`src/hdl/dsd_to_pcm_decimator_defines.svh`:
```
// Assertion helpers for the decimator. Clock and reset are taken by name.
`ifndef DSD_TO_PCM_DECIMATOR_DEFINES_SVH
`define DSD_TO_PCM_DECIMATOR_DEFINES_SVH

// same-cycle implication
`define DTP_ASSERT_IMP(lbl, ante, cons, msg) \
    lbl: assert property (@(posedge i_clk) disable iff (!i_rst_n) (ante) |-> (cons)) \
        else $error(msg);

// next-cycle implication
`define DTP_ASSERT_NXT(lbl, ante, cons, msg) \
    lbl: assert property (@(posedge i_clk) disable iff (!i_rst_n) (ante) |=> (cons)) \
        else $error(msg);

`endif

```
`src/hdl/dtp_ram.sv`:
```
module dtp_ram #(
    parameter int WIDTH = 8,
    parameter int DEPTH = 16
) (
    input  logic                     i_clk,
    input  logic                     i_we,
    input  logic [$clog2(DEPTH)-1:0] i_waddr,
    input  logic [WIDTH-1:0]         i_wdata,
    input  logic [$clog2(DEPTH)-1:0] i_raddr,
    output logic [WIDTH-1:0]         o_rdata
);

    logic [WIDTH-1:0] r_mem [DEPTH];
    logic [WIDTH-1:0] r_rdata;

    always_ff @(posedge i_clk) begin
        if (i_we) begin
            r_mem[i_waddr] <= i_wdata;
        end
        r_rdata <= r_mem[i_raddr];
    end

    assign o_rdata = r_rdata;

endmodule

```
`config.mk`:
```
export PLATFORM = sky130hd
export DESIGN_NAME = dtp_ram
export DESIGN_NICKNAME = d
export VERILOG_FILES = /design/src/hdl/dsd_to_pcm_decimator_defines.svh /design/src/hdl/dtp_ram.sv
export SDC_FILE = /design/constraint.sdc
export NUM_CORES = 1
export LEC_CHECK = 0
export BUFFER_PORTS_ARGS = -buffer_cell sky130_fd_sc_hd__buf_2
export CORE_ASPECT_RATIO = 1.5
export CORE_MARGIN = 2
export CORE_UTILIZATION = 61
export DETAILED_ROUTE_END_ITERATION = 7
export GPL_TIMING_DRIVEN = 0
export PLACE_DENSITY = 0.79
export SETUP_SLACK_MARGIN = 0.4
export SLEW_MARGIN = 10
export SYNTH_ARGS = -nofsm -noshare
export SYNTH_HDL_FRONTEND = slang
export SYNTH_SLANG_ARGS = --single-unit
```
`constraint.sdc`:
```
create_clock -name i_clk -period 3.1 [get_ports i_clk]
set_input_delay 0.62 -clock i_clk [delete_from_list [all_inputs] [get_ports i_clk]]
set_output_delay 0.62 -clock i_clk [all_outputs]
set_load 0.005 [all_outputs]
```
# After elaboration in Yosys (flattened, before gate mapping)
# Memory sizes are Yosys's and may differ from the RTL's. A register that Yosys moved wholly into a read port is not among the register bits.
# Cells that the tools add are included.
dict set report word_totals {
  reg_bits 0
  latchBits 0
  mem_bits_rw 128
  romBits 0
  inputBits 18
  out_inout_bits 8
  elab_cells 3
  n_memories 1
}
dict set report op_classes {
  n_addsub 0
  n_mul 0
  n_div 0
  order_cmp 0
  eq_ne 0
  shift 0
  mux 2
  n_bitwise 0
  reduce_logical 0
}
# memory words width read_ports rd_ports_with_merged_regs write_ports line_no
set memory_table {}
lappend memory_table {r_mem 16 8 1 1 1 dtp_ram.sv:13} ;# logic [WIDTH-1:0] r_mem [DEPTH];
# operator count
set ops {}
lappend ops {{1-bit 2-to-1 mux} 2}

# Longest topological paths before layout
# Gate-level depths: netlist of the first run.
dict set report logic_depth {
  depth_word 2
  ltp_mapped 5
  mapped_depth_nobuf 3
}

# Worst setup path after synthesis of the first run
# Ideal clock, no wire load.
dict set report synth_path {
  path_type {in2reg}
  from {in i_waddr[2]}
  to {mem r_mem[0][0], enable pin}
  setup_ns 0.383
  arrival_ns 1.730
  t_required_ns 2.717
  slack_ns 0.987
  path_stages 2
  n_path_buf 0
  path_cell_list {or3b_2 -> nor3_1}
}
# element line_no
set synth_lines {}
lappend synth_lines {{start, declared} dtp_ram.sv:7} ;# input logic [$clog2(DEPTH)-1:0] i_waddr,
lappend synth_lines {{end, declared} dtp_ram.sv:13}
# Straight into the memory's write port.

# Final worst setup path of the first run
dict set report layout_path {
  from {in i_waddr[2]}
  to {mem r_mem[3][1], enable pin}
}
# Straight into the memory's write port.

==> impl_metrics.json, run 1 <==
{
  "p_int_w": 0.00340,
  "place_congestion": 0.832,
  "synth_edf_count": 128,
  "rr_worst_depth": 3,
  "yosys_register_bits": 136,
  "syn_nets": 247,
  "nNetsFinal": 290,
  "drt-total-wl_mm": 9.63,
  "netlist_instances": 229,
  "hold_class": "in -> reg",
  "crit_start": "i_waddr[2]",
  "drive_gt1_frac": 0.305,
  "setup_viol": 0,
  "synth_common_cells": "128 x edfxtp_1, 18 x mux4_2, 16 x a22oi_1",
  "regToRegSetupSlack_ps": 1680,
  "worstReg2RegStart": "r_mem[2][0]",
  "seqPwrFrac": 0.483,
  "cp.arrival_ps": 1920,
  "synth_cell_types": 19,
  "swShare": 0.205,
  "grt_max_degree": 17,
  "antenna_left": 0,
  "initial_utilization": 0.619,
  "worstPathRequired_ps": 3150,
  "hold_viol": 0,
  "io_pins": 26,
  "worst_slew_pin_slew_ps": 1190,
  "numCtsBuffers": 17,
  "overflow": 0,
  "cts_root_buf": "clkbuf_16",
  "ctsHoldBuffers": 0,
  "period_needed_ps": 1870,
  "critPathMaxFanout": 8,
  "cts_max_path_buffers": 2,
  "die_h_um": 117,
  "tritoncts": "yes",
  "synth-warning-count": 0,
  "p_sw_w": 0.000874,
  "vias_per_cell": 6.25,
  "routedWlPerCell_um": 24.6,
  "post_cts_resized": 0,
  "yosysMostFrequentCell": "edfxtp_1",
  "outcome": "finished, final reports clean",
  "clkLatencyLatePin_ps": 420,
  "rr_endpoint": "o_rdata[0]",
  "grt_usage": 0.234,
  "rsz0062_at_grt": "no",
  "synth-main-ff-cell": "edfxtp_1",
  "num_antenna_cells": 0,
  "tns_ps": 0,
  "die_w_um": 79.0,
  "first_global_vias": 2455,
  "dr_total_vias": 2451,
  "endpoint": "r_mem[3][1]",
  "fin_area_mm2": 0.00602,
  "seq_area_frac_synth": 0.778,
  "cts.clk_slew.worst_paths_ps": 60,
  "antenna_found_initial": 0,
  "rows": 41,
  "combPwrFrac": 0.045,
  "core_area_mm2": 0.00831,
  "htree_num_levels": 4,
  "synth-async-reset-ratio": 0,
  "ir_drop_mv": 0.625,
  "slew_viol_final": 0,
  "cp-start-kind": "primary input",
  "grt_pass1_wl_mm": 14.3,
  "finalCritPeriodShare": 0.604,
  "placed_cell_area_mm2": 0.00541,
  "crit_type": "in -> reg",
  "postCtsSetupRepairBufs": 0,
  "die_area_mm2": 0.00920,
  "synth.cell_area_mm2": 0.00515,
  "ys_top_cells_by_area": "edfxtp_1 75%, mux4_2 7.9%, mux4_1 7.1%",
  "end_kind": "register",
  "relSlewSlack": 0.202,
  "synth_top_area_frac": 0.747,
  "cap_violations": 0,
  "leakagePower_nw": 2.03,
  "skew_ps": 4.75,
  "first_iter_violations": 207,
  "drtPass1Iterations": 4,
  "dp_hpwl_mm": 6.03,
  "numPortBuffers": 24,
  "fmaxAchievable_ghz": 0.534,
  "p_per_area_mw_per_mm2": 710,
  "pwr-share-clk": 0.471,
  "syn_area_per_cell_um2": 22.5,
  "area_growth_pct": 16.9,
  "yosys.area.top_type": "edfxtp_1",
  "route.detailed.drc": 0,
  "clock_sinks": 136
}
cells in the final DEF (no fill, tap or decap), types with 3 or more instances in the layout:
cell	instances
edfxtp_1	128
buf_2	27
mux4_2	18
clkbuf_16	17
a22oi_1	16
mux4_1	14
nor2_1	13
nand2_1	9
dfxtp_1	8
clkinvlp_4	4
buf_6	3
clkdlybuf4s25_2	3
nor3_2	3
bufinv_16	3
clkinv_4	3
cell type report:
| class | count | area, um^2 |
|---|---|---|
| fillers | 498 | 2290 |
| repair buffers | 24 | 120 |
| clock buffers | 17 | 425 |
| well taps | 107 | 134 |
| clock inverters | 15 | 178 |
| plain buffers | 10 | 86.3 |
| multi-input cells | 83 | 1070 |
| flip-flops and latches | 136 | 4000 |
worst min path at each step:
stage | end | cells after the start | from
after global routing | r_mem[1][6] | 1 | i_wdata[6]
after floorplan | o_rdata[0] | 3 | r_mem[7][0]
after CTS | r_mem[1][5] | 1 | i_wdata[5]
final | r_mem[1][5] | 1 | i_wdata[5]
after global placement | o_rdata[0] | 3 | r_mem[14][0]
after detailed placement | o_rdata[1] | 3 | r_mem[12][1]
registers in the layout (all words and copies together), names as in the netlist:
name	cells
o_rdata	8
r_mem	128
power groups by stage:
stage | logic [W] | clock network [W] | registers (W)
5_1_grt | 0.000209 | 0.00210 | 0.00207
6_report | 0.000194 | 0.00202 | 0.00207
3_3_place_gp | 0.000187 | 0 | 0.00210
3_5_place_dp | 0.000195 | 0 | 0.00210
4_1_cts | 0.000195 | 0.00203 | 0.00207
2_1_floorplan | 0.000104 | 0 | 0.00210
per-stage QoR:
step	hold WS (ps)	total power (W)	worst slack [ps]	std cells	utilization
6_report	600	0.00428	1230	392	0.724
5_1_grt	600	0.00438	1170	392	0.724
4_1_cts	586	0.00429	832	392	0.723
3_5_place_dp	658	0.00230	405	360	0.651
3_3_place_gp	652	0.00229	444	360	0.650
2_1_floorplan	629	0.00221	987	229	-
worst max-delay path, cell delays in order:
cell,delay (ps)
buf_2,120
or3b_2,540
nor2_1,640
layer usage:
metal  GRT usage  routed length (um)  share of wire
met3      0.0657                 586          0.061
met5           0                   0              0
met2       0.382                5080           0.53
met4       0.132                 278          0.029
met1       0.283                3690           0.38
kinds of logic after synthesis:
family	share of synthesized area
muxes	0.150
AOI/OAI and AO/OA	0.0233
and+or+nand+nor	0.0318
buffers and inverters	0.0168
DFF	0.778
(Power assumes the default switching activity.)
==> run 2: changes to the inputs <==
Settings changed: CORE_UTILIZATION 61 to 54, PLACE_DENSITY 0.79 to 0.74.
Clock period 3.1 ns to 1.7 ns, I/O delays scaled along.
==> impl_metrics.json, run 2 (synthesis gave the netlist of run 1 again) <==
{
  "tritoncts": "yes",
  "route.detailed.drc": 0,
  "nNetsFinal": 291,
  "final_common_cell": "edfxtp_1",
  "dr_total_vias": 2399,
  "crit_type": "in -> reg",
  "relSlewSlack": 0.462,
  "regToRegSetupSlack_ps": 370,
  "end_kind": "register",
  "vias_per_cell": 6.03,
  "skew_ps": 6.63,
  "max_flop_register": "r_mem",
  "numCtsBuffers": 17,
  "final_cell_mix": "128 x edfxtp_1, 32 x mux4_2, 27 x buf_2, 17 x clkbuf_16, 11 x a22oi_2",
  "io_pins": 26,
  "hold_viol": 0,
  "placed_cell_area_mm2": 0.00546,
  "outcome": "finished, final reports clean",
  "first_iter_violations": 152,
  "fillerInstances": 613,
  "drt-total-wl_mm": 9.93,
  "first_global_vias": 2584,
  "worst_slew_pin_slew_ps": 803,
  "drive_gt1_frac": 0.434,
  "place_congestion": 0.715,
  "cp.arrival_ps": 1410,
  "clkLatencyLatePin_ps": 420,
  "finalCritPeriodShare": 0.804,
  "worstPathRequired_ps": 1740,
  "grt_max_degree": 17,
  "largest_reg_flops": 128,
  "period_needed_ps": 1370,
  "grt_pass1_wl_mm": 15.1,
  "die_h_um": 124,
  "cap_violations": 0,
  "area_growth_pct": 19.9,
  "setup_viol": 0,
  "groute.layer.met1.usage": 0.261,
  "ir_drop_mv": 1.18,
  "routedWlPerCell_um": 24.9,
  "core_area_mm2": 0.00925,
  "clock_sinks": 136,
  "dp_hpwl_mm": 6.22,
  "rows": 43,
  "timing.final.ws_setup_ps": 333,
  "antenna_found_initial": 0,
  "grt.busiest_layer": "met2",
  "cp-start-kind": "primary input",
  "p_per_area_mw_per_mm2": 1300,
  "die_area_mm2": 0.0103,
  "fmaxAchievable_ghz": 0.732,
  "htree_num_levels": 4,
  "tns_ps": 0,
  "cts.clk_slew.worst_paths_ps": 60,
  "cts_max_path_buffers": 2,
  "use_met2": 0.360,
  "hold_class": "in -> reg",
  "numPortBuffers": 24,
  "post-place-ws_ps": -114,
  "leakagePower_nw": 2.02,
  "grtUsageMet3": 0.0623,
  "rsz0062_at_grt": "yes",
  "cts_root_buf": "clkbuf_16",
  "grt_usage": 0.214,
  "antenna_left": 0,
  "drtPass1Iterations": 4,
  "fin_area_mm2": 0.00617,
  "num_antenna_cells": 0,
  "initial_utilization": 0.556,
  "die_w_um": 83.7,
  "overflow": 0,
  "critPathMaxFanout": 8,
  "slew_viol_final": 0
}
## run 2: worst max-delay path, cell delays in order
cell	delay, ps
buf_2	210
nand2_1	210
nor2_1	650
## run 2: stage by stage
stage                util  instances  power, W  hold WS (ps)
floorplan               -        229   0.00405           439
global placement    0.590        365   0.00420           662
detailed placement  0.590        365   0.00422           688
CTS                 0.664        398   0.00805           307
global route        0.667        398   0.00823           314
finish              0.667        398   0.00801           323
## run 2: path summary, 6_finish.rpt
path,from,to,cells after the start
worst max-delay path,i_waddr[1],r_mem[15][2],3
worst min-delay path,i_wdata[5],r_mem[15][5],1
worst max register to register,r_mem[3][0],o_rdata[0],3
worst min register to register,r_mem[10][4],o_rdata[4],3
## run 2: where the power goes
group	internal (W)	total [W]	switching [W]
clock	0.00246	0.00384	0.00138
sequential	0.00375	0.00377	0.0000192
combinational	0.000174	0.000403	0.000229
## run 2: layout make-up
type	count	area (um^2)	area share
sequential	136	4000	0.649
buffer	10	120	0.0195
multi-input combinational	83	1140	0.185
clock inverter	15	201	0.0326
timing repair buffer	25	140	0.0227
tap	112	140	0.0227
clock buffer	17	425	0.0689
## run 2: repair_timing
item / in CTS / in global routing
endpoints found under the setup margin: 62 / 42
pin swaps: 3 / 2
setup buffers: 1 / 0
resized for setup: 10 / 6
hold buffers: 0 / 0
## run 2: layer usage
metal	wire length [um]	share of wire
met1	3980	0.40
met2	5190	0.52
met3	518	0.052
met4	243	0.024
met5	0	0
==> run 3: changes to the inputs <==
Clock period 1.7 ns to 1.2 ns, I/O delays scaled along.
==> impl_metrics.json, run 3 (synthesis gave the netlist of run 1 again) <==
{
  "dp_hpwl_mm": 6.28,
  "fmaxAchievable_ghz": 0.768,
  "p_sw_w": 0.00214,
  "regToRegSetupSlack_ps": -100,
  "initial_utilization": 0.556,
  "hold_class": "in -> reg",
  "core_area_mm2": 0.00925,
  "antenna_left": 0,
  "die_h_um": 124,
  "route.detailed.drc": 0,
  "antenna_found_initial": 0,
  "num_antenna_cells": 0,
  "power_w": 0.0115,
  "largest_reg_flops": 128,
  "area_growth_pct": 28.5,
  "end_kind": "register",
  "violations": "setup timing",
  "die_area_mm2": 0.0103,
  "cp-start-kind": "register",
  "cp_slowest_cell": "mux4_2",
  "hp-start": "i_wdata[6]",
  "crit_start": "r_mem[6][3]",
  "htree_num_levels": 4,
  "hold_viol": 0,
  "die_w_um": 83.7,
  "tritoncts": "yes",
  "cts.clk_slew.worst_paths_ps": 60,
  "outcome": "finished with violations",
  "place_congestion": 0.713,
  "drive_gt1_frac": 0.474,
  "numCtsBuffers": 17,
  "fillerInstances": 546,
  "leakagePower_nw": 2.21,
  "routedWlPerCell_um": 24.4,
  "max_flop_register": "r_mem",
  "crit_type": "reg -> reg",
  "clkLatencyLatePin_ps": 410,
  "final_common_cell": "edfxtp_1",
  "rr_endpoint": "o_rdata[3]",
  "first_global_vias": 2679,
  "p_int_w": 0.00941,
  "drt-total-wl_mm": 10.2,
  "vias_per_cell": 5.91,
  "swShare": 0.185,
  "rsz0062_at_grt": "yes",
  "ir_drop_mv": 1.18,
  "grt_pass1_wl_mm": 15.7,
  "endpoint": "o_rdata[3]",
  "timing.final.ws_setup_ps": -101,
  "tns_ps": -584,
  "worstPathRequired_ps": 1490,
  "rows": 43,
  "relSlewSlack": 0.492,
  "worstReg2RegStart": "r_mem[6][3]",
  "overflow": 0,
  "grt_max_degree": 17,
  "path_cells": "mux4_2 -> a22oi_1 -> nand2_1",
  "clock_sinks": 136,
  "critPathMaxFanout": 1,
  "cp.arrival_ps": 1590,
  "setup_viol": 8,
  "seqPwrFrac": 0.463,
  "numPortBuffers": 24,
  "grt_usage": 0.218,
  "post-place-ws_ps": -504,
  "rr_worst_depth": 3,
  "period_needed_ps": 1300,
  "finalCritPeriodShare": 1.08,
  "pwr-share-clk": 0.481,
  "p_per_area_mw_per_mm2": 1750,
  "final_cell_mix": "128 x edfxtp_1, 32 x mux4_2, 22 x buf_2, 17 x clkbuf_16, 15 x buf_12",
  "skew_ps": 8.16,
  "cap_violations": 0,
  "combPwrFrac": 0.057,
  "cts_max_path_buffers": 2,
  "cts_root_buf": "clkbuf_16",
  "nNetsFinal": 311,
  "first_iter_violations": 142,
  "max_stage_delay_ps": 500,
  "dr_total_vias": 2470,
  "drtPass1Iterations": 5,
  "io_pins": 26,
  "worst_slew_pin_slew_ps": 759,
  "slew_viol_final": 0
}
==> run 3: cell types whose count changed in the layout (fill, tap and decap cells not counted), moves of 3 or more <==
cell / delta
a22oi_2: -3
buf_6: +10
clkinv_4: -4
buf_2: -5
nor2_4: +8
buf_12: +11
a22oi_1: +3
nor2_2: -6
clkbuf_1: +4
==> run 3: worst min-delay path by stage <==
| stage | end | slack, ps | cells after the start |
|---|---|---|---|
| finish | r_mem[14][6] | 220 | 1 |
| global route | r_mem[14][6] | 230 | 1 |
| CTS | r_mem[14][6] | 220 | 1 |
| detailed placement | o_rdata[5] | 620 | 1 |
| global placement | o_rdata[2] | 620 | 1 |
| floorplan | r_mem[0][0] | 340 | 0 |
==> run 3: repair_timing <==
item	CTS	global route
setup endpoints to repair	144	120
hold buffers	0	0
gates resized for setup	32	3
buffers inserted	19	2
pin swaps	20	13
endpoints found under the hold margin	0	0
==> run 3: metrics by stage <==
| step | hold WS [ps] | util | instances | instance area [um^2] |
|---|---|---|---|---|
| 6_report | 222 | 0.715 | 418 | 6620 |
| 5_1_grt | 226 | 0.715 | 418 | 6620 |
| 4_1_cts | 216 | 0.709 | 416 | 6570 |
| 3_5_place_dp | 616 | 0.598 | 365 | 5540 |
| 3_3_place_gp | 616 | 0.598 | 365 | 5540 |
| 2_1_floorplan | 339 | - | 229 | 5280 |
==> run 3: layer usage <==
layer / GRT usage / vias to the layer above / routed length (um)
li1: - / 1087 / -
met1: 0.269 / 1291 / 3970
met2: 0.383 / 80 / 5560
met3: 0.0411 / 12 / 511
met4: 0.0917 / 0 / 161
met5: 0 / - / 0
==> run 3: power by group through the flow <==
| stage | sequential, W | combinational [W] | clock [W] |
|---|---|---|---|
| 5_1_grt | 0.00535 | 0.000699 | 0.00582 |
| 2_1_floorplan | 0.00543 | 0.000322 | 0 |
| 3_5_place_dp | 0.00544 | 0.000568 | 0 |
| 6_report | 0.00534 | 0.000657 | 0.00555 |
| 4_1_cts | 0.00534 | 0.000651 | 0.00561 |
| 3_3_place_gp | 0.00543 | 0.000548 | 0 |
==> run 3: cell type report <==
| class | instances | area, um^2 | area share |
|---|---|---|---|
| repair buffers | 45 | 493 | 0.0745 |
| flip-flops and latches | 136 | 4010 | 0.605 |
| clock buffers | 23 | 468 | 0.0707 |
| multi-input cells | 83 | 1220 | 0.184 |
| plain buffers | 10 | 120 | 0.0182 |
| well taps | 112 | 140 | 0.0212 |
| clock inverters | 9 | 173 | 0.0261 |
==> run 3: worst max-delay path, delay by kind of cell (launching register included) <==
kind	cells	cell delay (ps)
mux	1	500
flops	1	380
compound gates	1	220
simple gates	1	90
