`src/hdl/dsd_to_pcm_decimator_defines.svh`:
```
// Assertion helpers for the decimator. Clock and reset are taken by name.
`ifndef DSD_TO_PCM_DECIMATOR_DEFINES_SVH
`define DSD_TO_PCM_DECIMATOR_DEFINES_SVH

// same-cycle implication
`define DTP_ASSERT_IMP(lbl, ante, cons, msg) \
    lbl: assert property (@(posedge i_clk) disable iff (!i_rst_n) (ante) |-> (cons)) \
        else $error(msg);

// next-cycle implication
`define DTP_ASSERT_NXT(lbl, ante, cons, msg) \
    lbl: assert property (@(posedge i_clk) disable iff (!i_rst_n) (ante) |=> (cons)) \
        else $error(msg);

`endif

```
`src/hdl/dtp_pkg.sv`:
```
package dtp_pkg;

    localparam int COEF_BITS          = 24;
    localparam int OUT_BITS           = 32;
    localparam int MAX_DECIMATION_DEF = 256;
    localparam int JOB_POS_W          = 10;
    localparam int ENTRY_W            = 12;
    localparam int TAPS_PER_GROUP     = 8;
    localparam int CFG_DATA_W         = 40;

    localparam logic [1:0] KIND_COEF  = 2'd0;
    localparam logic [1:0] KIND_DATA  = 2'd1;
    localparam logic [1:0] KIND_FLUSH = 2'd2;
    localparam logic [1:0] KIND_REPOS = 2'd3;

    localparam logic [1:0] CFG_CHANNELS = 2'd0;
    localparam logic [1:0] CFG_DEC_LOG2 = 2'd1;
    localparam logic [1:0] CFG_TOTAL    = 2'd2;

    localparam logic [1:0] CHAN_STEREO = 2'd2;
    localparam logic [3:0] LOG2_MIN    = 4'd4;
    localparam logic [3:0] LOG2_MAX    = 4'd8;

    localparam logic STATUS_FRAME  = 1'b0;
    localparam logic STATUS_REJECT = 1'b1;

    typedef struct packed {
        logic [1:0]         kind;
        logic [12:0]        coef_index;
        logic signed [23:0] coef_value;
        logic [7:0]         byte_left;
        logic [7:0]         byte_right;
        logic [36:0]        start_byte;
        logic [36:0]        start_frame;
    } t_in_item;

    typedef struct packed {
        logic signed [31:0] sample_left;
        logic signed [31:0] sample_right;
        logic               status;
    } t_out_item;

    typedef struct packed {
        logic                 reject;
        logic                 stereo;
        logic [3:0]           l;
        logic [JOB_POS_W-1:0] pos;
    } t_job;

    typedef struct packed {
        logic                 we0;
        logic                 we1;
        logic [JOB_POS_W-1:0] addr;
        logic [ENTRY_W-1:0]   data0;
        logic [ENTRY_W-1:0]   data1;
    } t_ring_wr;

    typedef struct packed {
        logic                        we;
        logic [2:0]                  bank;
        logic [JOB_POS_W-1:0]        row;
        logic signed [COEF_BITS-1:0] value;
    } t_coef_wr;

endpackage

```
`src/hdl/dtp_back.sv`:
```
module dtp_back #(
    parameter int MAX_DECIMATION = dtp_pkg::MAX_DECIMATION_DEF
) (
    input  logic                                 i_clk,
    input  logic                                 i_rst_n,
    input  logic                                 i_q_valid,
    input  dtp_pkg::t_job                        i_q_job,
    output logic                                 o_q_pop,
    output logic [$clog2(4*MAX_DECIMATION)-1:0]  o_ring_raddr,
    output logic [$clog2(4*MAX_DECIMATION)-1:0]  o_coef_raddr,
    input  logic [dtp_pkg::ENTRY_W-1:0]          i_ent0,
    input  logic [dtp_pkg::ENTRY_W-1:0]          i_ent1,
    input  logic [7:0][dtp_pkg::COEF_BITS-1:0]   i_coef,
    output logic                                 o_done,
    output logic                                 o_valid,
    input  logic                                 i_stall,
    output dtp_pkg::t_out_item                   o_data
);

    localparam int RING   = 4 * MAX_DECIMATION;
    localparam int RP_W   = $clog2(RING);
    localparam int CB     = dtp_pkg::COEF_BITS;
    localparam int OB     = dtp_pkg::OUT_BITS;
    localparam int ACC_W  = CB + $clog2(32 * MAX_DECIMATION) + 1;
    localparam int HALF_W = CB + 3;
    localparam logic signed [ACC_W-1:0] SAT_HI = ACC_W'((64'sd1 <<< (OB - 1)) - 64'sd1);
    localparam logic signed [ACC_W-1:0] SAT_LO = -SAT_HI - ACC_W'(1);

    function automatic logic signed [OB-1:0] sat(input logic signed [ACC_W-1:0] a);
        logic signed [ACC_W-1:0] v;
        v = a;
        if (v > SAT_HI) v = SAT_HI;
        if (v < SAT_LO) v = SAT_LO;
        return v[OB-1:0];
    endfunction

    logic            r_busy;
    logic            r_run;
    logic [RP_W-1:0] r_g;
    logic [RP_W-1:0] r_pos;
    logic [3:0]      r_l;
    logic            r_stereo;
    logic            r_v1, r_last1;
    logic            r_v2, r_last2;
    logic            r_v3;
    logic            r_ovalid;
    dtp_pkg::t_out_item r_odata;
    logic signed [HALF_W-1:0] r_h0a, r_h0b, r_h1a, r_h1b;
    logic signed [ACC_W-1:0]  r_acc0, r_acc1;

    logic [RP_W:0]   groups;
    logic [RP_W-1:0] gmask;
    logic            last_g;
    logic [3:0]      cnt0, cnt1;
    logic signed [CB:0] t0 [8];
    logic signed [CB:0] t1 [8];

    assign groups       = (RP_W + 1)'(4) << r_l;
    assign gmask        = groups[RP_W-1:0] - RP_W'(1);
    assign last_g       = (r_g == gmask);
    assign o_ring_raddr = (r_pos - r_g) & gmask;
    assign o_coef_raddr = r_g;
    assign o_q_pop      = i_q_valid && !r_busy && !r_ovalid;
    assign o_done       = r_v3;
    assign o_valid      = r_ovalid;
    assign o_data       = r_odata;

    assign cnt0 = (i_ent0[11:8] > 4'd8) ? 4'd8 : i_ent0[11:8];
    assign cnt1 = (i_ent1[11:8] > 4'd8) ? 4'd8 : i_ent1[11:8];

    // only the top cnt bits of a short byte carry taps
    always_comb begin
        for (int b = 0; b < 8; b++) begin
            logic signed [CB:0] cx;
            cx = {i_coef[b][CB-1], i_coef[b]};
            if ((5'(b) + {1'b0, cnt0}) >= 5'd8) begin
                t0[b] = i_ent0[b] ? cx : -cx;
            end else begin
                t0[b] = '0;
            end
            if ((5'(b) + {1'b0, cnt1}) >= 5'd8) begin
                t1[b] = i_ent1[b] ? cx : -cx;
            end else begin
                t1[b] = '0;
            end
        end
    end

    always_ff @(posedge i_clk) begin
        if (!i_rst_n) begin
            r_busy   <= 1'b0;
            r_run    <= 1'b0;
            r_v1     <= 1'b0;
            r_v2     <= 1'b0;
            r_v3     <= 1'b0;
            r_ovalid <= 1'b0;
        end else begin
            if (r_ovalid && !i_stall) begin
                r_ovalid <= 1'b0;
            end
            if (o_q_pop) begin
                if (i_q_job.reject) begin
                    r_ovalid <= 1'b1;
                end else begin
                    r_busy <= 1'b1;
                    r_run  <= 1'b1;
                end
            end
            if (r_run && last_g) begin
                r_run <= 1'b0;
            end
            r_v1 <= r_run;
            r_v2 <= r_v1;
            r_v3 <= r_v2 && r_last2;
            if (r_v3) begin
                r_ovalid <= 1'b1;
                r_busy   <= 1'b0;
            end
        end
    end

    always_ff @(posedge i_clk) begin
        if (o_q_pop) begin
            r_g      <= '0;
            r_pos    <= i_q_job.pos[RP_W-1:0];
            r_l      <= i_q_job.l;
            r_stereo <= i_q_job.stereo;
            r_acc0   <= '0;
            r_acc1   <= '0;
            if (i_q_job.reject) begin
                r_odata.sample_left  <= '0;
                r_odata.sample_right <= '0;
                r_odata.status       <= dtp_pkg::STATUS_REJECT;
            end
        end else begin
            if (r_run) begin
                r_g <= r_g + RP_W'(1);
            end
            if (r_v2) begin
                r_acc0 <= r_acc0 + ACC_W'(r_h0a) + ACC_W'(r_h0b);
                r_acc1 <= r_acc1 + ACC_W'(r_h1a) + ACC_W'(r_h1b);
            end
        end
        r_last1 <= r_run && last_g;
        r_last2 <= r_last1;
        r_h0a <= HALF_W'(t0[0]) + HALF_W'(t0[1]) + HALF_W'(t0[2]) + HALF_W'(t0[3]);
        r_h0b <= HALF_W'(t0[4]) + HALF_W'(t0[5]) + HALF_W'(t0[6]) + HALF_W'(t0[7]);
        r_h1a <= HALF_W'(t1[0]) + HALF_W'(t1[1]) + HALF_W'(t1[2]) + HALF_W'(t1[3]);
        r_h1b <= HALF_W'(t1[4]) + HALF_W'(t1[5]) + HALF_W'(t1[6]) + HALF_W'(t1[7]);
        if (r_v3) begin
            r_odata.sample_left  <= sat(r_acc0);
            r_odata.sample_right <= r_stereo ? sat(r_acc1) : '0;
            r_odata.status       <= dtp_pkg::STATUS_FRAME;
        end
    end

endmodule

```
`config.mk`:
```
export PLATFORM = sky130hd
export DESIGN_NAME = dtp_back
export DESIGN_NICKNAME = d
export VERILOG_FILES = /design/src/hdl/dsd_to_pcm_decimator_defines.svh /design/src/hdl/dtp_pkg.sv /design/src/hdl/dtp_back.sv
export SDC_FILE = /design/constraint.sdc
export NUM_CORES = 2
export LEC_CHECK = 0
export ABC_AREA = 1
export ABC_CLOCK_PERIOD_IN_PS = 5610
export BUFFER_PORTS_ARGS = -buffer_cell sky130_fd_sc_hd__buf_2
export CORE_MARGIN = 1
export CORE_UTILIZATION = 30
export CTS_BUF_LIST = sky130_fd_sc_hd__clkbuf_16
export CTS_CLUSTER_DIAMETER = 150
export DETAILED_ROUTE_END_ITERATION = 10
export SYNTH_ARGS = -nofsm -noshare
export SYNTH_HDL_FRONTEND = slang
export SYNTH_SLANG_ARGS = --single-unit
export TNS_END_PERCENT = 10
```
`constraint.sdc`:
```
create_clock -name i_clk -period 5.61 [get_ports i_clk]
set_clock_uncertainty 0.2 [all_clocks]
set_input_delay 0.2805 -clock i_clk [delete_from_list [all_inputs] [get_ports i_clk]]
set_output_delay 0.2805 -clock i_clk [all_outputs]
set_load 0.01 [all_outputs]
```
# Yosys cells after proc, flatten, opt, wreduce, memory -nomap -nowiden
# Index checks and enable logic that the tools add are counted.
word_totals:
  register_bits: 282
  in_bits: 236
  out_inout_bits: 88
  elab_cells: 152
classes:
  addsub: 41
  n_lt_le_gt_ge: 22
  eq_ne: 1
  shift: 1
  muxes: 48
  n_bitwise: 3
  n_reduce_logical: 15
op_table:
  columns: ["operator", "count"]
  rows:
  - ["2-to-1 mux 25 bit", 32]
  - ["negation 24 -> 25 bit", 8]
  - ["2-to-1 mux 65 bit", 3]
  - ["adder 38 x 27 -> 38 bit", 4]
  - ["2-to-1 mux 38 bit", 4]
  - ["adder 26 x 25 -> 27 bit", 4]
  - ["adder 27 x 25 -> 27 bit", 4]
  - ["adder 25 x 25 -> 26 bit", 4]
  - ["2-to-1 mux 32 bit", 3]
  - ["> comparator 38 x 32 -> 1 bit (second input constant)", 2]
  - ["less-than comparator 38 x 32 -> 1 bit (second input constant)", 2]
  - ["greater-or-equal comparator 5 x 4 -> 1 bit (second input constant)", 14]
  - ["adder 3 x 4 -> 5 bit (first input constant)", 8]
  - ["adder 2 x 4 -> 5 bit (first input constant)", 4]
  - ["adder 1 x 4 -> 5 bit (first input constant)", 2]
  - ["adder 10 x 1 -> 10 bit (second input constant)", 1]
  - ["bitwise AND 10 bit", 1]
  - ["== test 10 bit", 1]
  - ["<< shifter 3 x 4 -> 10 bit (first input constant)", 1]
  - ["subtractor 10 x 1 -> 10 bit (second input constant)", 1]
  - ["subtractor 10 bit", 1]
  - ["greater-or-equal comparator 4 bit (second input constant)", 2]
  - ["> comparator 4 bit (second input constant)", 2]
  - ["2-to-1 mux 4 bit", 2]
  - ["7 further kinds", 21]

# Logic depth before layout (Yosys ltp)
depth:
  ltp_word: 8
  ltp_mapped: 26
  ltp_nobuf: 26

# Least setup slack after synthesis
# Ideal clock, no wire load.
synth_path:
  path_type: "input -> register"
  from: "input i_coef[169] (netlist bit)"
  to: "register r_h0b[26]"
  setup_time_ns: 0.121
  arrival_time_ns: 3.742
  t_required_ns: 5.289
  path_slack_ns: 1.547
  path_stages: 23
  n_path_buf: 0
  cell_sequence: "inv_2 -> ha_1 -> nand2_1 -> nor2_2 -> nand3_2 -> nor2_2 -> nand3_2 -> nor2_1 -> xor2_1 -> a21oi_1 -> fa_1 -> inv_1 -> fa_1 -> inv_1 -> ha_1 -> nand2_1 -> nor2_1 -> inv_1 -> nor4_1 -> o21a_1 -> nor2_1 -> nand2_1 -> xnor2_1"
synth_between:
  elab_chain_cells: 4
synth_rtl:
  columns: ["element", "line", "rtl"]
  rows:
  - ["start: declaration", "dtp_back.sv:13", "input logic [7:0][dtp_pkg::COEF_BITS-1:0] i_coef,"]
  - ["negation 24 -> 25 bit", "dtp_back.sv:77", "t0[b] = i_ent0[b] ? cx : -cx;"]
  - ["2-to-1 mux 25 bit *", "dtp_back.sv:77", null]
  - ["2-to-1 mux 25 bit *", "dtp_back.sv:76", "if ((5'(b) + {1'b0, cnt0}) >= 5'd8) begin"]
  - ["adder 27 x 25 -> 27 bit *", "dtp_back.sv:147", "r_h0b <= HALF_W'(t0[4]) + HALF_W'(t0[5]) + HALF_W'(t0[6]) + HALF_W'(t0[7]);"]
  - ["end signal: assignment", "dtp_back.sv:147", null]
  - ["end: declaration", "dtp_back.sv:48", "logic signed [HALF_W-1:0] r_h0a, r_h0b, r_h1a, r_h1b;"]
# Every way passes the cells marked *; elsewhere a longest branch is shown, timed or not.
# A chain may end at the register's enable or synchronous reset.

# Worst setup path after layout
layout_path:
  from: "input i_ent1[9] (netlist bit)"
  to: "register r_h1a[22]"
layout_between:
  elab_chain_cells: 8
  elab_cells_between_ends: 16
  cone_classes: "add/sub: 6; order compare: 5; mux: 5"
layout_rtl:
  columns: ["element", "line", "rtl"]
  rows:
  - ["start: declaration", "dtp_back.sv:12", "input logic [dtp_pkg::ENTRY_W-1:0] i_ent1,"]
  - ["> comparator 4 bit", "dtp_back.sv:69", "assign cnt1 = (i_ent1[11:8] > 4'd8) ? 4'd8 : i_ent1[11:8];"]
  - ["2-to-1 mux 4 bit *", "dtp_back.sv:69", null]
  - ["adder 1 x 4 -> 5 bit", "dtp_back.sv:81", "if ((5'(b) + {1'b0, cnt1}) >= 5'd8) begin"]
  - ["greater-or-equal comparator 5 x 4 -> 1 bit", "dtp_back.sv:81", null]
  - ["2-to-1 mux 25 bit", "dtp_back.sv:81", null]
  - ["adder 25 x 25 -> 26 bit", "dtp_back.sv:148", "r_h1a <= HALF_W'(t1[0]) + HALF_W'(t1[1]) + HALF_W'(t1[2]) + HALF_W'(t1[3]);"]
  - ["adder 26 x 25 -> 27 bit", "dtp_back.sv:148", null]
  - ["adder 27 x 25 -> 27 bit *", "dtp_back.sv:148", null]
  - ["end signal: assignment", "dtp_back.sv:148", null]
  - ["end: declaration", "dtp_back.sv:48", null]
# Marked as above.

==> results.ini <==
[run_status]
status = completed

[timing]
period_share_pct = 89.1
setup_ws_ns = 0.614
rsz0062_at_grt = no
fin_tns_setup_ns = 0
report.final.hold_viol_count = 0
setup_viol = 0
tightest_slew_ns = 1.19
maxSlewViolCount = 0
min_period_ns = 5.00
relSlewSlack_pct = 20.4
timing.fmax_mhz = 200

[min_path]
min-delay-start = r_last1$_DFF_P_
hold_path.class = flop to flop
min_delay_path_depth = 0
holdPathEnd = r_last2$_DFF_P_

[die]
start_util_pct = 30.2
ios = 324
core_area_mm2 = 0.122
num_rows = 128
chipHeight_um = 352
die_w_um = 352
dieArea_mm2 = 0.124

[synthesis]
synthTopCellsByArea = fa_1 (15%), inv_1 (11%), dfxtp_1 (11%)
synth_most_common_cell = inv_1
async_reset_ff_share_pct = 0
ys_types = 52
syn_area_mm2 = 0.0368
synth_edf_count = 79
syn_area_per_cell_um2 = 6.72
ys_ff_latch = 282
synth_flop_cell = dfxtp_1
yosys_warnings = 0
postSynthCellCount = 5475
synthTopCellsByCount = inv_1 (1097), nand2_1 (1022), a21oi_1 (577)
syn_nets = 6189
synth_top_area_cell = fa_1
yosysSeqAreaShare_pct = 17.5
synth_top_area_share_pct = 15.3

[worst_setup_path]
r2r-start = r_h0a[26]$_DFF_P_
r2r_slack_ns = 2.17
required_ns = 5.84
start_kind = input pin
crit-reg2reg-capture = r_acc0[27]$_SDFFE_PP0P_
critPathArrivalTime_ns = 5.23
worst-setup-path-type = input pin to flop
critPathMaxFanout = 22
startpoint = i_ent1[9]
worst_setup_path_end_kind = flop
ff2ff_path_depth = 11

[finish]
syn_to_final_growth_pct = 12.9
drive_gt1_share_pct = 8.94
nets = 6460
instances_no_fill = 7404
final_util_pct = 34.1
nFillCells = 13370

[clocking]
post_cts.repair.setup_buffers = 0
root_buffer = clkbuf_16
numCtsBuffers = 34
cts_max_path_buffers = 3
clock_latency_ns = 0.57
ctsHoldBuffers = 21
cts_tree = done
clk_pin_slew_ns = 0.06
h-tree-depth = 2
cts.sinks = 282
cts_resized = 0

[placed_design]
dp_hpwl_um = 126000
dp_cells = 7314
pre_cts_ws_ns = 0.143
globalplace.congestion = 1.02
portBuffers = 323

[detailed_routing]
drtPass1Iterations = 7
vias = 36750
drt-total-wl_um = 146000
vias_per_cell = 4.96
antenna_left = 0
drc = 0
wl_per_cell_um = 19.7
drtIter0Drc = 3478

[pwr]
ir_worst_vdd_uv = 262
power_mw = 20.7
power_leakage_nw = 20.9
powerDensity_mw_per_mm2 = 498

[grt]
grt_max_degree = 83
gr-total-overflow = 0
grt_pass1_vias = 35774
antenna_found_initial = 14
grt.total_usage_pct = 23.0
grt_pass1_wl_um = 219000

[run]
cap_violations = 0

[report_power, final]
part	leakage [nW]	switching (mW)	total [mW]	internal (mW)
logic	17.8	10.1	15.2	5.14
clock network	0.569	0.917	2.25	1.33
registers	2.45	0.571	3.22	2.65
total	20.9	11.6	20.7	9.12
[metrics by stage]
stage / hold WS [ns] / cell area (um^2)
2_1_floorplan: 0.110 / 36800
3_3_place_gp: 0.115 / 40100
3_5_place_dp: 0.126 / 40100
4_1_cts: 0.126 / 41500
5_1_grt: 0.155 / 41500
6_report: 0.131 / 41500
[cell usage in the layout (no fill, tap or decap), types with 5 or more instances in the layout]
cell,instances
inv_1,1101
nand2_1,1021
a21oi_1,577
o21ai_0,462
nor2_1,433
buf_2,323
nand3_1,281
fa_1,281
dfxtp_1,202
ha_1,197
xor2_1,189
xnor2_1,84
edfxtp_1,79
nor3_1,59
nand4_1,53
o211ai_1,52
buf_4,36
clkbuf_16,35
nor4_1,30
o21bai_1,23
a211oi_1,22
dlygate4sd3_1,21
nor2_4,19
a21o_1,19
nand2_2,17
nor2_2,15
o21ai_1,13
inv_2,11
clkinv_1,11
a31oi_1,10
nand3b_1,8
diode_2,7
nor3_4,7
nand3_2,7
nor3_2,6
o21a_1,6
nor4_4,5
o21ai_2,5
o31ai_1,5
[cells by family (layout without fill, tap and decap cells)]
| family | Yosys count | count (layout) | synth area share (%) |
|---|---|---|---|
| buffers and inverters | 1254 | 1551 | 12.8 |
| AND/OR/NAND/NOR | 1982 | 1982 | 23.6 |
| XOR/XNOR | 274 | 274 | 6.55 |
| adder cells (fa/ha/maj) | 478 | 478 | 22.0 |
| other | 0 | 7 | 0 |
| AO/OA/AOI/OAI | 1205 | 1205 | 17.5 |
| flip-flops | 282 | 282 | 17.5 |
[area by class of cell]
| cell class | count | area (um^2) | share of cell area (%) |
|---|---|---|---|
| timing repair buffer | 380 | 2100 | 5.05 |
| sequential | 282 | 6440 | 15.5 |
| clock inverter | 27 | 253 | 0.609 |
| inverter | 1109 | 4160 | 10.0 |
| clock buffer | 35 | 876 | 2.11 |
| multi-input combinational | 3939 | 25600 | 61.7 |
| tap | 1625 | 2030 | 4.90 |
| antenna | 7 | 17.5 | 0.0422 |
[worst max-delay path: stages]
cell,delay [ns]
buf_2,0.14
a21oi_1,0.47
inv_1,0.12
a21oi_1,0.38
inv_1,0.49
o21ai_0,0.21
a21oi_1,0.10
fa_1,0.57
inv_1,0.05
fa_1,0.58
inv_1,0.06
ha_1,0.38
inv_1,0.09
o21ai_0,0.42
nand2_1,0.09
nand2_1,0.13
o21bai_1,0.15
nand2_1,0.07
nand3_1,0.12
xor2_1,0.32
[flip-flops by register name, summed over array words and instances, names as in the netlist]
signal and flops:
o_valid 1, r_stereo 1, r_h1b 27, r_v1 1
r_busy 1, r_acc0 38, r_h0a 27, r_h1a 27
o_done 1, r_h0b 27, r_acc1 38, r_v2 1
r_run 1, o_coef_raddr 10, o_data 65, r_l 4
r_last1 1, r_pos 10, r_last2 1
[per-layer routing]
layer	vias up	track usage (%)	share of wire, %
met5	-	0	0.017
met4	4	8.94	4.4
met3	255	2.14	5.9
met2	1353	38.5	46
met1	17115	30.4	44
li1	18023	-	-
[worst max-delay path by stage]
stage / slack (ns) / cells past startpoint / to
after global routing: 0.51 / 23 / r_h1a[26]$_DFF_P_
after CTS: 0.70 / 20 / r_h1a[22]$_DFF_P_
final: 0.61 / 20 / r_h1a[22]$_DFF_P_
after global placement: 0.009 / 20 / r_h1a[22]$_DFF_P_
after floorplan: 1.55 / 23 / r_h0b[26]$_DFF_P_
after detailed placement: 0.14 / 20 / r_h1a[22]$_DFF_P_
Power figures use the tool's default switching activity.
